`config.mk`:
```
export PLATFORM = sky130hd
export DESIGN_NAME = heap_kway_merge_union_flat
export DESIGN_NICKNAME = d
export VERILOG_FILES = /design/src/rtl/core/hkm_pkg.sv /design/src/rtl/core/hkm_if.sv /design/src/rtl/core/hkm_cell.sv /design/src/rtl/core/heap_kway_merge_union.sv /design/src/flat_wrapper.sv
export SDC_FILE = /design/constraint.sdc
export NUM_CORES = 2
export LEC_CHECK = 0
export BUFFER_PORTS_ARGS = -buffer_cell sky130_fd_sc_hd__buf_2
export CAP_MARGIN = 20
export CORE_MARGIN = 3
export CORE_UTILIZATION = 58
export CTS_CLUSTER_DIAMETER = 50
export DETAILED_ROUTE_END_ITERATION = 8
export PLACE_DENSITY = 0.74
export SLEW_MARGIN = 15
export SYNTH_ARGS = -nofsm -noshare
export SYNTH_HDL_FRONTEND = slang
export SYNTH_SLANG_ARGS = --single-unit
```
`constraint.sdc`:
```
create_clock -name clk -period 11 [get_ports clk]
set_input_delay 0.55 -clock clk [delete_from_list [all_inputs] [get_ports clk]]
set_output_delay 0.55 -clock clk [all_outputs]
set_load 0.05 [all_outputs]
```
`src/rtl/core/hkm_pkg.sv`:
```
// Package: constants, types and helpers for the heap k-way merge block.
`timescale 1ns / 1ps
package hkm_pkg;

    localparam int MAX_LISTS = 16;
    localparam int KEY_W     = 31;
    localparam int SRC_W     = 4;
    localparam int CNT_W     = 5;
    localparam int LEVELS    = 5;
    localparam int LVL_W     = 3;
    localparam int SLOTS     = 8;
    localparam int LPOS_W    = 3;
    localparam int GIDX_W    = 6;
    localparam int ADDR_W    = 3;
    localparam int DATA_W    = 32;

    localparam logic [KEY_W-1:0]  END_KEY       = {KEY_W{1'b1}};
    localparam logic [ADDR_W-1:0] ADDR_NUM_LISTS = 3'd0;
    localparam logic [ADDR_W-1:0] ADDR_DEDUP     = 3'd4;

    typedef enum logic [2:0] {
        ST_ACCEPT,
        ST_BUILD,
        ST_BWAIT,
        ST_RWAIT,
        ST_EMIT
    } hkm_state_t;

    typedef enum logic [1:0] {
        PH_LOADING,
        PH_MERGING,
        PH_DONE
    } hkm_phase_t;

    typedef struct packed {
        logic [KEY_W-1:0] key;
        logic [SRC_W-1:0] src;
    } hkm_entry_t;

    typedef struct packed {
        logic              en;
        logic [LPOS_W-1:0] lpos;
        hkm_entry_t        ent;
    } hkm_tok_t;

    typedef struct packed {
        logic              en;
        logic [LPOS_W-1:0] lpos;
        logic              key_own;
        logic [KEY_W-1:0]  key;
    } hkm_start_t;

    typedef struct packed {
        logic              en;
        logic [LPOS_W-1:0] lpos;
        hkm_entry_t        ent;
    } hkm_wr_t;

    typedef struct packed {
        logic       lok;
        logic       rok;
        hkm_entry_t l;
        hkm_entry_t r;
    } hkm_view_t;

    // heap level of a global index: floor(log2(idx+1))
    function automatic logic [LVL_W-1:0] level_of(input logic [SRC_W-1:0] idx);
        logic [CNT_W-1:0] p;
        logic [LVL_W-1:0] lv;
        p  = {1'b0, idx} + CNT_W'(1);
        lv = '0;
        for (int b = 0; b < CNT_W; b++)
        begin
            if (p[b])
            begin
                lv = LVL_W'(b);
            end
        end
        return lv;
    endfunction

    // position of a global index inside its level
    function automatic logic [LPOS_W-1:0] local_of(input logic [SRC_W-1:0] idx);
        logic [CNT_W-1:0] p;
        logic [CNT_W-1:0] base;
        p    = {1'b0, idx} + CNT_W'(1);
        base = CNT_W'(1) << level_of(idx);
        return LPOS_W'(p - base);
    endfunction

endpackage

```
`src/rtl/core/hkm_if.sv`:
```
// Handshake channel interfaces for merge input heads and merged results.
`timescale 1ns / 1ps
interface hkm_in_if;
    import hkm_pkg::*;
    logic             valid;
    logic             ready;
    logic [KEY_W-1:0] value;
    logic             list_ended;

    modport source (output valid, output value, output list_ended, input ready);
    modport sink   (input valid, input value, input list_ended, output ready);
endinterface

interface hkm_out_if;
    import hkm_pkg::*;
    logic             valid;
    logic             ready;
    logic             has_value;
    logic [KEY_W-1:0] out_value;
    logic [SRC_W-1:0] next_list;
    logic             done_res;

    modport source (output valid, output has_value, output out_value,
                    output next_list, output done_res, input ready);
    modport sink   (input valid, input has_value, input out_value,
                    input next_list, input done_res, output ready);
endinterface

```
`src/rtl/core/hkm_cell.sv`:
```
// One heap level: holds its entries and moves the sift token one level per cycle.
`timescale 1ns / 1ps
module hkm_cell
    import hkm_pkg::*;
(
    input  logic              clk,
    input  logic              rst_n,
    input  logic [LVL_W-1:0]  lvl,
    input  logic [CNT_W-1:0]  n_act,
    input  hkm_wr_t           wr,
    input  hkm_start_t        start,
    input  hkm_tok_t          tok_in,
    input  logic [LPOS_W-1:0] qry_in,
    input  hkm_view_t         view_in,
    output hkm_tok_t          tok_out,
    output logic [LPOS_W-1:0] qry_out,
    output hkm_view_t         view_out,
    output hkm_entry_t        root,
    output logic              busy
);

    hkm_entry_t       slot_reg [SLOTS];
    hkm_tok_t         tok_reg;
    hkm_tok_t         tok_next;
    logic [GIDX_W-1:0] base;
    logic [CNT_W-1:0] ql;
    logic [CNT_W-1:0] qr;
    logic [GIDX_W-1:0] gl;
    logic [GIDX_W-1:0] gr;
    logic             take_l;
    logic             take_r;
    logic [KEY_W-1:0] cmp_key;
    hkm_entry_t       wb_ent;

    assign base = (GIDX_W'(1) << lvl) - GIDX_W'(1);
    assign ql   = {1'b0, qry_in, 1'b0};
    assign qr   = ql | CNT_W'(1);
    assign gl   = base + GIDX_W'(ql);
    assign gr   = base + GIDX_W'(qr);

    // children of the token one level up
    always_comb
    begin
        view_out.lok = (ql < CNT_W'(SLOTS)) && (gl < GIDX_W'(n_act));
        view_out.rok = (qr < CNT_W'(SLOTS)) && (gr < GIDX_W'(n_act));
        view_out.l   = slot_reg[ql[LPOS_W-1:0]];
        view_out.r   = slot_reg[qr[LPOS_W-1:0]];
    end

    // left child wins ties; strictly smaller to move up
    always_comb
    begin
        take_l  = view_in.lok && (view_in.l.key < tok_reg.ent.key);
        cmp_key = take_l ? view_in.l.key : tok_reg.ent.key;
        take_r  = view_in.rok && (view_in.r.key < cmp_key);
        if (take_r)
        begin
            wb_ent = view_in.r;
        end
        else if (take_l)
        begin
            wb_ent = view_in.l;
        end
        else
        begin
            wb_ent = tok_reg.ent;
        end
        tok_out.en   = tok_reg.en && (take_l || take_r);
        tok_out.lpos = LPOS_W'({tok_reg.lpos, take_r});
        tok_out.ent  = tok_reg.ent;
    end

    always_comb
    begin
        tok_next = '0;
        if (start.en)
        begin
            tok_next.en      = 1'b1;
            tok_next.lpos    = start.lpos;
            tok_next.ent.src = slot_reg[start.lpos].src;
            tok_next.ent.key = start.key_own ? slot_reg[start.lpos].key : start.key;
        end
        else if (tok_in.en)
        begin
            tok_next = tok_in;
        end
    end

    always_ff @(posedge clk or negedge rst_n)
    begin
        if (!rst_n)
        begin
            tok_reg <= '0;
        end
        else
        begin
            tok_reg <= tok_next;
        end
    end

    always_ff @(posedge clk)
    begin
        if (wr.en)
        begin
            slot_reg[wr.lpos] <= wr.ent;
        end
        else if (tok_reg.en)
        begin
            slot_reg[tok_reg.lpos] <= wb_ent;
        end
    end

    assign qry_out = tok_reg.lpos;
    assign root    = slot_reg[0];
    assign busy    = tok_reg.en;

endmodule

```
`src/rtl/core/heap_kway_merge_union.sv`:
```
// Top level: k-way sorted-list merge through a min-heap built from level cells.
// Usage:
//   in_ch carries one beat per list head: value and list_ended (ended lists
//   count as the maximum key). A load is num_lists beats, lists in order;
//   after the last head the heap is built bottom-up and the first minimum
//   is returned. Each later beat must feed the list named by the previous
//   result's next_list. A result with done_res set ends the merge; the next
//   beat starts a new load.
//   out_ch carries one result beat per merge beat and per completed load
//   (load beats before the last head return nothing). has_value low means a
//   duplicate suppressed by dedup_enable, or a done result.
//   Sifting moves one heap level per cycle through five level cells; only one
//   merge beat is in flight at a time. A load end sifts each internal node
//   in turn, from the last one down to the root (up to 8 nodes), each node
//   sinking as far as it must, then the first result is emitted.
//   Reset clears control state and the registers to num_lists 1, dedup on;
//   heap contents are undefined until loaded. A stalled receiver holds the
//   result register; beats are still taken until the next result is ready.
//   Config via APB: num_lists at 0x0, dedup_enable at 0x4; write while idle.
`timescale 1ns / 1ps
module heap_kway_merge_union
    import hkm_pkg::*;
(
    input  logic              clk,
    input  logic              rst_n,
    hkm_in_if.sink            in_ch,
    hkm_out_if.source         out_ch,
    input  logic              psel,
    input  logic              penable,
    input  logic              pwrite,
    input  logic [ADDR_W-1:0] paddr,
    input  logic [DATA_W-1:0] pwdata,
    output logic [DATA_W-1:0] prdata,
    output logic              pready
);

    // configuration registers
    logic [CNT_W-1:0] num_lists_reg;
    logic             dedup_reg;
    logic             cfg_wr;

    assign pready = 1'b1;
    assign cfg_wr = psel && penable && pwrite;

    always_ff @(posedge clk or negedge rst_n)
    begin
        if (!rst_n)
        begin
            num_lists_reg <= CNT_W'(1);
            dedup_reg     <= 1'b1;
        end
        else if (cfg_wr)
        begin
            unique case (paddr)
                ADDR_NUM_LISTS: num_lists_reg <= pwdata[CNT_W-1:0];
                ADDR_DEDUP:     dedup_reg     <= pwdata[0];
                default:        ;
            endcase
        end
    end

    always_comb
    begin
        unique case (paddr)
            ADDR_NUM_LISTS: prdata = DATA_W'(num_lists_reg);
            ADDR_DEDUP:     prdata = DATA_W'(dedup_reg);
            default:        prdata = '0;
        endcase
    end

    // control state
    hkm_state_t       state_reg, state_next;
    hkm_phase_t       phase_reg;
    logic [CNT_W-1:0] count_reg;
    logic [CNT_W-1:0] active_reg;
    logic [SRC_W-1:0] build_reg;
    logic [KEY_W-1:0] last_reg;
    logic             have_reg;

    logic             out_valid_reg;
    logic             out_has_reg;
    logic [KEY_W-1:0] out_value_reg;
    logic [SRC_W-1:0] out_next_reg;
    logic             out_done_reg;

    logic             in_fire;
    logic             load_mode;
    logic             new_load;
    logic [KEY_W-1:0] key_in;
    logic [CNT_W-1:0] n_clamp;
    logic [CNT_W-1:0] n_load;
    logic [CNT_W-1:0] cnt;
    logic [CNT_W-1:0] cnt_next;
    logic             last_head;
    logic             any_busy;
    logic             emit_fire;
    logic             root_end;
    logic             show;

    logic [LEVELS-1:0] busy;
    hkm_wr_t           wr_cmd;
    hkm_start_t        start_cmd;
    logic [LVL_W-1:0]  wr_lvl;
    logic [LVL_W-1:0]  start_lvl;

    hkm_tok_t          tok_link  [LEVELS+1];
    hkm_view_t         view_link [LEVELS+1];
    logic [LPOS_W-1:0] qry_link  [LEVELS+1];
    hkm_entry_t        root_link [LEVELS];

    assign in_fire   = in_ch.valid && in_ch.ready;
    assign key_in    = in_ch.list_ended ? END_KEY : in_ch.value;
    assign load_mode = (phase_reg != PH_MERGING);
    assign new_load  = (phase_reg == PH_DONE) || (count_reg == '0);
    assign any_busy  = |busy;
    assign emit_fire = (state_reg == ST_EMIT) && (!out_valid_reg || out_ch.ready);

    always_comb
    begin
        if (num_lists_reg == '0)
        begin
            n_clamp = CNT_W'(1);
        end
        else if (num_lists_reg > CNT_W'(MAX_LISTS))
        begin
            n_clamp = CNT_W'(MAX_LISTS);
        end
        else
        begin
            n_clamp = num_lists_reg;
        end
        n_load    = new_load ? n_clamp : active_reg;
        cnt       = (new_load || count_reg >= active_reg) ? '0 : count_reg;
        cnt_next  = cnt + CNT_W'(1);
        last_head = (cnt_next >= n_load);
    end

    // next state
    always_comb
    begin
        state_next = state_reg;
        unique case (state_reg)
            ST_ACCEPT:
            begin
                if (in_fire)
                begin
                    if (!load_mode)
                    begin
                        state_next = ST_RWAIT;
                    end
                    else if (last_head)
                    begin
                        state_next = ST_BUILD;
                    end
                end
            end
            ST_BUILD: state_next = ST_BWAIT;
            ST_BWAIT:
            begin
                if (!any_busy)
                begin
                    state_next = (build_reg == '0) ? ST_EMIT : ST_BUILD;
                end
            end
            ST_RWAIT:
            begin
                if (!any_busy)
                begin
                    state_next = ST_EMIT;
                end
            end
            ST_EMIT:
            begin
                if (emit_fire)
                begin
                    state_next = ST_ACCEPT;
                end
            end
            default: state_next = ST_ACCEPT;
        endcase
    end

    // commands to the cells
    always_comb
    begin
        in_ch.ready    = (state_reg == ST_ACCEPT);
        wr_cmd.en      = in_fire && load_mode;
        wr_cmd.lpos    = local_of(cnt[SRC_W-1:0]);
        wr_cmd.ent.key = key_in;
        wr_cmd.ent.src = cnt[SRC_W-1:0];
        wr_lvl         = level_of(cnt[SRC_W-1:0]);
        start_cmd      = '0;
        start_lvl      = '0;
        if (state_reg == ST_BUILD)
        begin
            start_cmd.en      = 1'b1;
            start_cmd.lpos    = local_of(build_reg);
            start_cmd.key_own = 1'b1;
            start_lvl         = level_of(build_reg);
        end
        else if (in_fire && !load_mode)
        begin
            start_cmd.en  = 1'b1;
            start_cmd.key = key_in;
        end
    end

    assign tok_link[0]       = '0;
    assign qry_link[0]       = '0;
    assign view_link[LEVELS] = '0;

    for (genvar i = 0; i < LEVELS; i++)
    begin : g_cell
        hkm_wr_t    wr_i;
        hkm_start_t st_i;

        always_comb
        begin
            wr_i    = wr_cmd;
            wr_i.en = wr_cmd.en && (wr_lvl == LVL_W'(i));
            st_i    = start_cmd;
            st_i.en = start_cmd.en && (start_lvl == LVL_W'(i));
        end

        hkm_cell u_cell (
            .clk      (clk),
            .rst_n    (rst_n),
            .lvl      (LVL_W'(i)),
            .n_act    (active_reg),
            .wr       (wr_i),
            .start    (st_i),
            .tok_in   (tok_link[i]),
            .qry_in   (qry_link[i]),
            .view_in  (view_link[i+1]),
            .tok_out  (tok_link[i+1]),
            .qry_out  (qry_link[i+1]),
            .view_out (view_link[i]),
            .root     (root_link[i]),
            .busy     (busy[i])
        );
    end

    assign root_end = (root_link[0].key == END_KEY);
    assign show     = !(dedup_reg && have_reg && (root_link[0].key == last_reg));

    always_ff @(posedge clk or negedge rst_n)
    begin
        if (!rst_n)
        begin
            state_reg     <= ST_ACCEPT;
            phase_reg     <= PH_LOADING;
            count_reg     <= '0;
            active_reg    <= CNT_W'(1);
            build_reg     <= '0;
            last_reg      <= '0;
            have_reg      <= 1'b0;
            out_valid_reg <= 1'b0;
        end
        else
        begin
            state_reg <= state_next;
            if (emit_fire)
            begin
                out_valid_reg <= 1'b1;
            end
            else if (out_ch.ready)
            begin
                out_valid_reg <= 1'b0;
            end
            if (in_fire && load_mode)
            begin
                if (new_load)
                begin
                    active_reg <= n_clamp;
                    have_reg   <= 1'b0;
                    last_reg   <= '0;
                end
                if (last_head)
                begin
                    count_reg <= '0;
                    phase_reg <= PH_MERGING;
                    build_reg <= SRC_W'((n_load - CNT_W'(1)) >> 1);
                end
                else
                begin
                    count_reg <= cnt_next;
                    phase_reg <= PH_LOADING;
                end
            end
            if (state_reg == ST_BWAIT && !any_busy && build_reg != '0)
            begin
                build_reg <= build_reg - SRC_W'(1);
            end
            if (emit_fire)
            begin
                if (root_end)
                begin
                    phase_reg <= PH_DONE;
                end
                else if (show)
                begin
                    last_reg <= root_link[0].key;
                    have_reg <= 1'b1;
                end
            end
        end
    end

    always_ff @(posedge clk)
    begin
        if (emit_fire)
        begin
            out_has_reg   <= !root_end && show;
            out_value_reg <= root_end ? '0 : root_link[0].key;
            out_next_reg  <= root_end ? '0 : root_link[0].src;
            out_done_reg  <= root_end;
        end
    end

    assign out_ch.valid     = out_valid_reg;
    assign out_ch.has_value = out_has_reg;
    assign out_ch.out_value = out_value_reg;
    assign out_ch.next_list = out_next_reg;
    assign out_ch.done_res  = out_done_reg;

    // only one level holds the sift token at a time
    a_one_token: assert property (@(posedge clk) disable iff (!rst_n)
        $onehot0(busy))
        else $error("more than one cell holds a sift token");

    // a sift is started only when the chain is quiet
    a_start_quiet: assert property (@(posedge clk) disable iff (!rst_n)
        start_cmd.en |-> !any_busy)
        else $error("sift started while chain busy");

    // a done result never carries a value
    a_done_clean: assert property (@(posedge clk) disable iff (!rst_n)
        emit_fire && root_end |=> out_ch.done_res && !out_ch.has_value)
        else $error("done result carries a value");

endmodule

```
`src/flat_wrapper.sv`:
```
// flat-port wrapper written by rule: the top's interface ports become plain ports
module heap_kway_merge_union_flat import hkm_pkg::*;
  (clk, rst_n, psel, penable, pwrite, paddr, pwdata, prdata, pready, in_ch_valid, in_ch_value, in_ch_list_ended, in_ch_ready, out_ch_valid, out_ch_has_value, out_ch_out_value, out_ch_next_list, out_ch_done_res, out_ch_ready);
  hkm_in_if in_ch_i ();
  hkm_out_if out_ch_i ();
  input  logic clk;
  input  logic rst_n;
  input  logic psel;
  input  logic penable;
  input  logic pwrite;
  input  logic [ADDR_W-1:0] paddr;
  input  logic [DATA_W-1:0] pwdata;
  output logic [DATA_W-1:0] prdata;
  output logic pready;
  input wire logic [$bits(in_ch_i.valid)-1:0] in_ch_valid;
  input wire logic [$bits(in_ch_i.value)-1:0] in_ch_value;
  input wire logic [$bits(in_ch_i.list_ended)-1:0] in_ch_list_ended;
  output wire logic [$bits(in_ch_i.ready)-1:0] in_ch_ready;
  output wire logic [$bits(out_ch_i.valid)-1:0] out_ch_valid;
  output wire logic [$bits(out_ch_i.has_value)-1:0] out_ch_has_value;
  output wire logic [$bits(out_ch_i.out_value)-1:0] out_ch_out_value;
  output wire logic [$bits(out_ch_i.next_list)-1:0] out_ch_next_list;
  output wire logic [$bits(out_ch_i.done_res)-1:0] out_ch_done_res;
  input wire logic [$bits(out_ch_i.ready)-1:0] out_ch_ready;
  assign in_ch_i.valid = in_ch_valid;
  assign in_ch_i.value = in_ch_value;
  assign in_ch_i.list_ended = in_ch_list_ended;
  assign in_ch_ready = in_ch_i.ready;
  assign out_ch_valid = out_ch_i.valid;
  assign out_ch_has_value = out_ch_i.has_value;
  assign out_ch_out_value = out_ch_i.out_value;
  assign out_ch_next_list = out_ch_i.next_list;
  assign out_ch_done_res = out_ch_i.done_res;
  assign out_ch_i.ready = out_ch_ready;
  heap_kway_merge_union u_core (.clk(clk), .rst_n(rst_n), .in_ch(in_ch_i), .out_ch(out_ch_i), .psel(psel), .penable(penable), .pwrite(pwrite), .paddr(paddr), .pwdata(pwdata), .prdata(prdata), .pready(pready));
endmodule
```
==> impl_metrics.json <==
{
  "p_seq_share_pct": 35.1,
  "die_y_microns": 387,
  "avgSynthCellArea_sq_um": 13.0,
  "fmax_ghz": 0.107,
  "p_int_mw": 14.5,
  "initial_core_util_pct": 58.5,
  "clock_path_buffers": 3,
  "die_area_sq_um": 150000,
  "critPathKind": "reg2reg",
  "root_buffer": "clkbuf_16",
  "drc_errors": 0,
  "viasPerCell": 7.22,
  "cp-start-kind": "flip-flop",
  "hpwl_microns": 173000,
  "seq_area_frac_synth_pct": 58.7,
  "cp_common_cell": "buf_4",
  "cp.arrival_ns": 9.74,
  "cp_max_fo": 45,
  "vias": 61600,
  "rows": 139,
  "relSlewSlack_pct": 8.55,
  "clkPwrFrac_pct": 26.3,
  "cts.reportedPaths.clkPinSlew_ns": 0.06,
  "ir_worst_vdd_uv": 516,
  "cts_sinks": 1690,
  "comb_power_share_pct": 38.7,
  "grt_overflow": 0,
  "areaGrowthSynthToFinish_pct": 10.8,
  "clock_latency_ns": 0.85,
  "hp-class": "in2reg",
  "drv_cap": 0,
  "wl_microns": 272000,
  "period_needed_ns": 9.31,
  "fin_nets": 6830,
  "hold_violations": 0,
  "grt_start_max_net_pins": 177,
  "first_global_vias": 59500,
  "setup_viol": 0,
  "max_stage_delay_ns": 1.00,
  "timing.final.max_slew_violations": 0,
  "synth_ff_type": "edfxtp_1",
  "critPathSlowestCell": "dfrtp_4",
  "synth_cell_types": 89,
  "worstMarginPinSlew_ns": 1.37,
  "postSynth.asyncResetShare_pct": 15.0,
  "grt_pass1_wl_microns": 395000,
  "outcome": "complete, but fails checks",
  "die_width_microns": 387,
  "gp_congestion": 0.971,
  "p_per_area_nw_per_um2": 255,
  "fin_skew_ns": 0.0768,
  "timing.final.crit_share_pct": 84.6,
  "antenna_found_initial": 14,
  "critical_path.cell_chain": "buf_4, mux4_2, ha_1, nand4_1, nor4_1, o31ai_4, buf_4, and2_1, buf_4, a21oi_1, ha_1, nand4_1, o21ai_0, o221a_2, a211o_1, a2111oi_0, o21ai_4, buf_4, and3_1, o31ai_1",
  "synth-seq-cells": 1690,
  "fin_util_pct": 64.8,
  "cts_inserted_buffers": 176,
  "tns_ns": 0,
  "drtPass1Iterations": 7,
  "ant_nets": 1,
  "synth_edf_count": 1437,
  "wl_per_cell_microns": 31.9,
  "drive_gt1_share_pct": 15.6,
  "violations": "antenna violations",
  "h-tree-depth": 4,
  "cts_tree": "built",
  "io_buffers": 90,
  "track_usage_pct": 35.8,
  "switching_share_pct": 39.1,
  "synth_cells": 6502,
  "largest_reg_flops": 1400,
  "core-area_sq_um": 144000,
  "yosys_warnings": 0,
  "rsz0062_at_grt": "false",
  "cp.required_ns": 11.44,
  "power_leakage_nw": 31.3,
  "end_kind": "flip-flop",
  "syn_area_sq_um": 84300,
  "switching_power_mw": 9.31,
  "drt-initial-drc-count": 9068,
  "io_pins": 146
}
-- Yosys cell counts, drive strengths merged, types with 38 or more instances --
library cell  count  area (sq um)
nand2           715          2680
nand3           117           586
ha              291          3640
nor2            199           747
clkbuf          383          1440
o22ai           228          1430
a211oi          152          1140
o221ai           52           455
a31oi            55           350
nor3            100           500
a21oi           495          2480
o2bb2ai         103           902
o31ai            45           338
o21ai           235          1180
edfxtp         1437         43200
nor2b            83           519
mux2i           168          1680
and2             83           519
and3             90           563
nand4            54           338
buf             126           647
a311oi           41           377
mux4            344          7750
inv             196           736
o21a             38           285
dfrtp           250          6260
-- worst max-delay path, delay by kind of cell, from the launching register on --
| family | cells | cell delay, ns |
|---|---|---|
| AO/OA/AOI/OAI | 8 | 3.28 |
| AND/OR/NAND/NOR | 5 | 1.91 |
| buffers and inverters | 4 | 1.44 |
| flip-flops | 1 | 1.00 |
| adder cells (fa/ha/maj) | 2 | 0.62 |
| multiplexers | 1 | 0.57 |
-- area by class of cell --
| cell class | instances | area (sq um) |
|---|---|---|
| well taps | 1903 | 2380 |
| repair buffers | 266 | 1930 |
| diodes | 20 | 50.0 |
| flip-flops and latches | 1690 | 49500 |
| fillers | 10200 | 50600 |
| multi-input cells | 4132 | 32600 |
| clock inverters | 97 | 1350 |
| clock buffers | 236 | 4780 |
| inverters | 197 | 739 |
-- through the flow --
| step | setup slack, ns | power [mW] | hold WS (ns) | cells | instance area [sq um] |
|---|---|---|---|---|---|
| 6_report | 1.69 | 23.8 | 0.0701 | 8541 | 93400 |
| 5_1_grt | 1.46 | 24.7 | 0.0724 | 8522 | 93300 |
| 4_1_cts | 1.79 | 23.6 | 0.0301 | 8513 | 93200 |
| 3_5_place_dp | 1.83 | 17.3 | 0.474 | 8174 | 87000 |
| 3_3_place_gp | 2.05 | 17.1 | 0.460 | 8170 | 87000 |
| 2_1_floorplan | 3.89 | 14.3 | 0.254 | 6528 | 84400 |
-- timing repair --
item | 4_1_cts | 5_1_grt
setup endpoints to repair | 0 | 0
buffers inserted | 0 | 0
resized for setup | 0 | 0
hold buffers | 6 | 0
endpoints found under the hold margin | 78 | 0
-- power by group through the flow --
stage | clock network [mW] | logic (mW) | registers [mW]
floorplan | 0 | 6.09 | 8.19
global placement | 0 | 8.66 | 8.43
detailed placement | 0 | 8.87 | 8.45
CTS | 6.27 | 8.96 | 8.32
global route | 6.55 | 9.80 | 8.36
finish | 6.25 | 9.20 | 8.35
-- placed cells by master (no fill, tap or decap), types with 150 or more instances in the layout --
cell,instances
inv_1,195
ha_1,290
a21oi_1,494
buf_4,150
o22ai_1,228
nor2_1,151
mux2i_1,168
o21ai_0,178
clkbuf_16,176
mux4_2,344
edfxtp_1,1437
dfrtp_1,242
nand2_1,711
-- kinds of logic (layout without fill, tap and decap cells) --
group	Yosys count	in the layout	share of synthesized area, %
buffers and inverters	706	796	3.35
adders and majority gates	293	293	4.37
xor gates and xnor gates	47	47	0.489
DFF	1690	1690	58.7
muxes	524	524	11.4
AOI/OAI and AO/OA	1688	1688	13.1
and+or+nand+nor	1552	1552	8.58
other	2	48	0.00891
-- final timing paths --
check	from	end	slack (ns)	depth (start not counted)
max in group asynchronous	rst_n	u_core.g_cell[1].u_cell.qry_out[0]	8.25	4
worst max-delay path	u_core.g_cell[2].u_cell.qry_out[0]	u_core.g_cell[2].u_cell.slot_reg[6][26]	1.69	20
worst min-delay path	in_ch_valid	u_core.phase_reg[1]	0.07	3
worst min register to register	u_core.have_reg	u_core.have_reg	0.50	1
worst max register to register	u_core.g_cell[2].u_cell.qry_out[0]	u_core.g_cell[2].u_cell.slot_reg[6][26]	1.69	20
min in group asynchronous	rst_n	u_core.out_ch.valid	0.30	2
-- routing by layer --
| layer | track usage [%] | part of all wire (%) | wire (microns) | vias to the layer above |
|---|---|---|---|---|
| met5 | 0 | 0.024 | 66 | - |
| met4 | 22.1 | 7.2 | 19700 | 10 |
| met3 | 10.1 | 13 | 36100 | 1022 |
| met2 | 53.8 | 45 | 121000 | 4773 |
| met1 | 46.3 | 35 | 94800 | 30500 |
| li1 | - | - | - | 25300 |
Power figures use the tool's default switching activity.
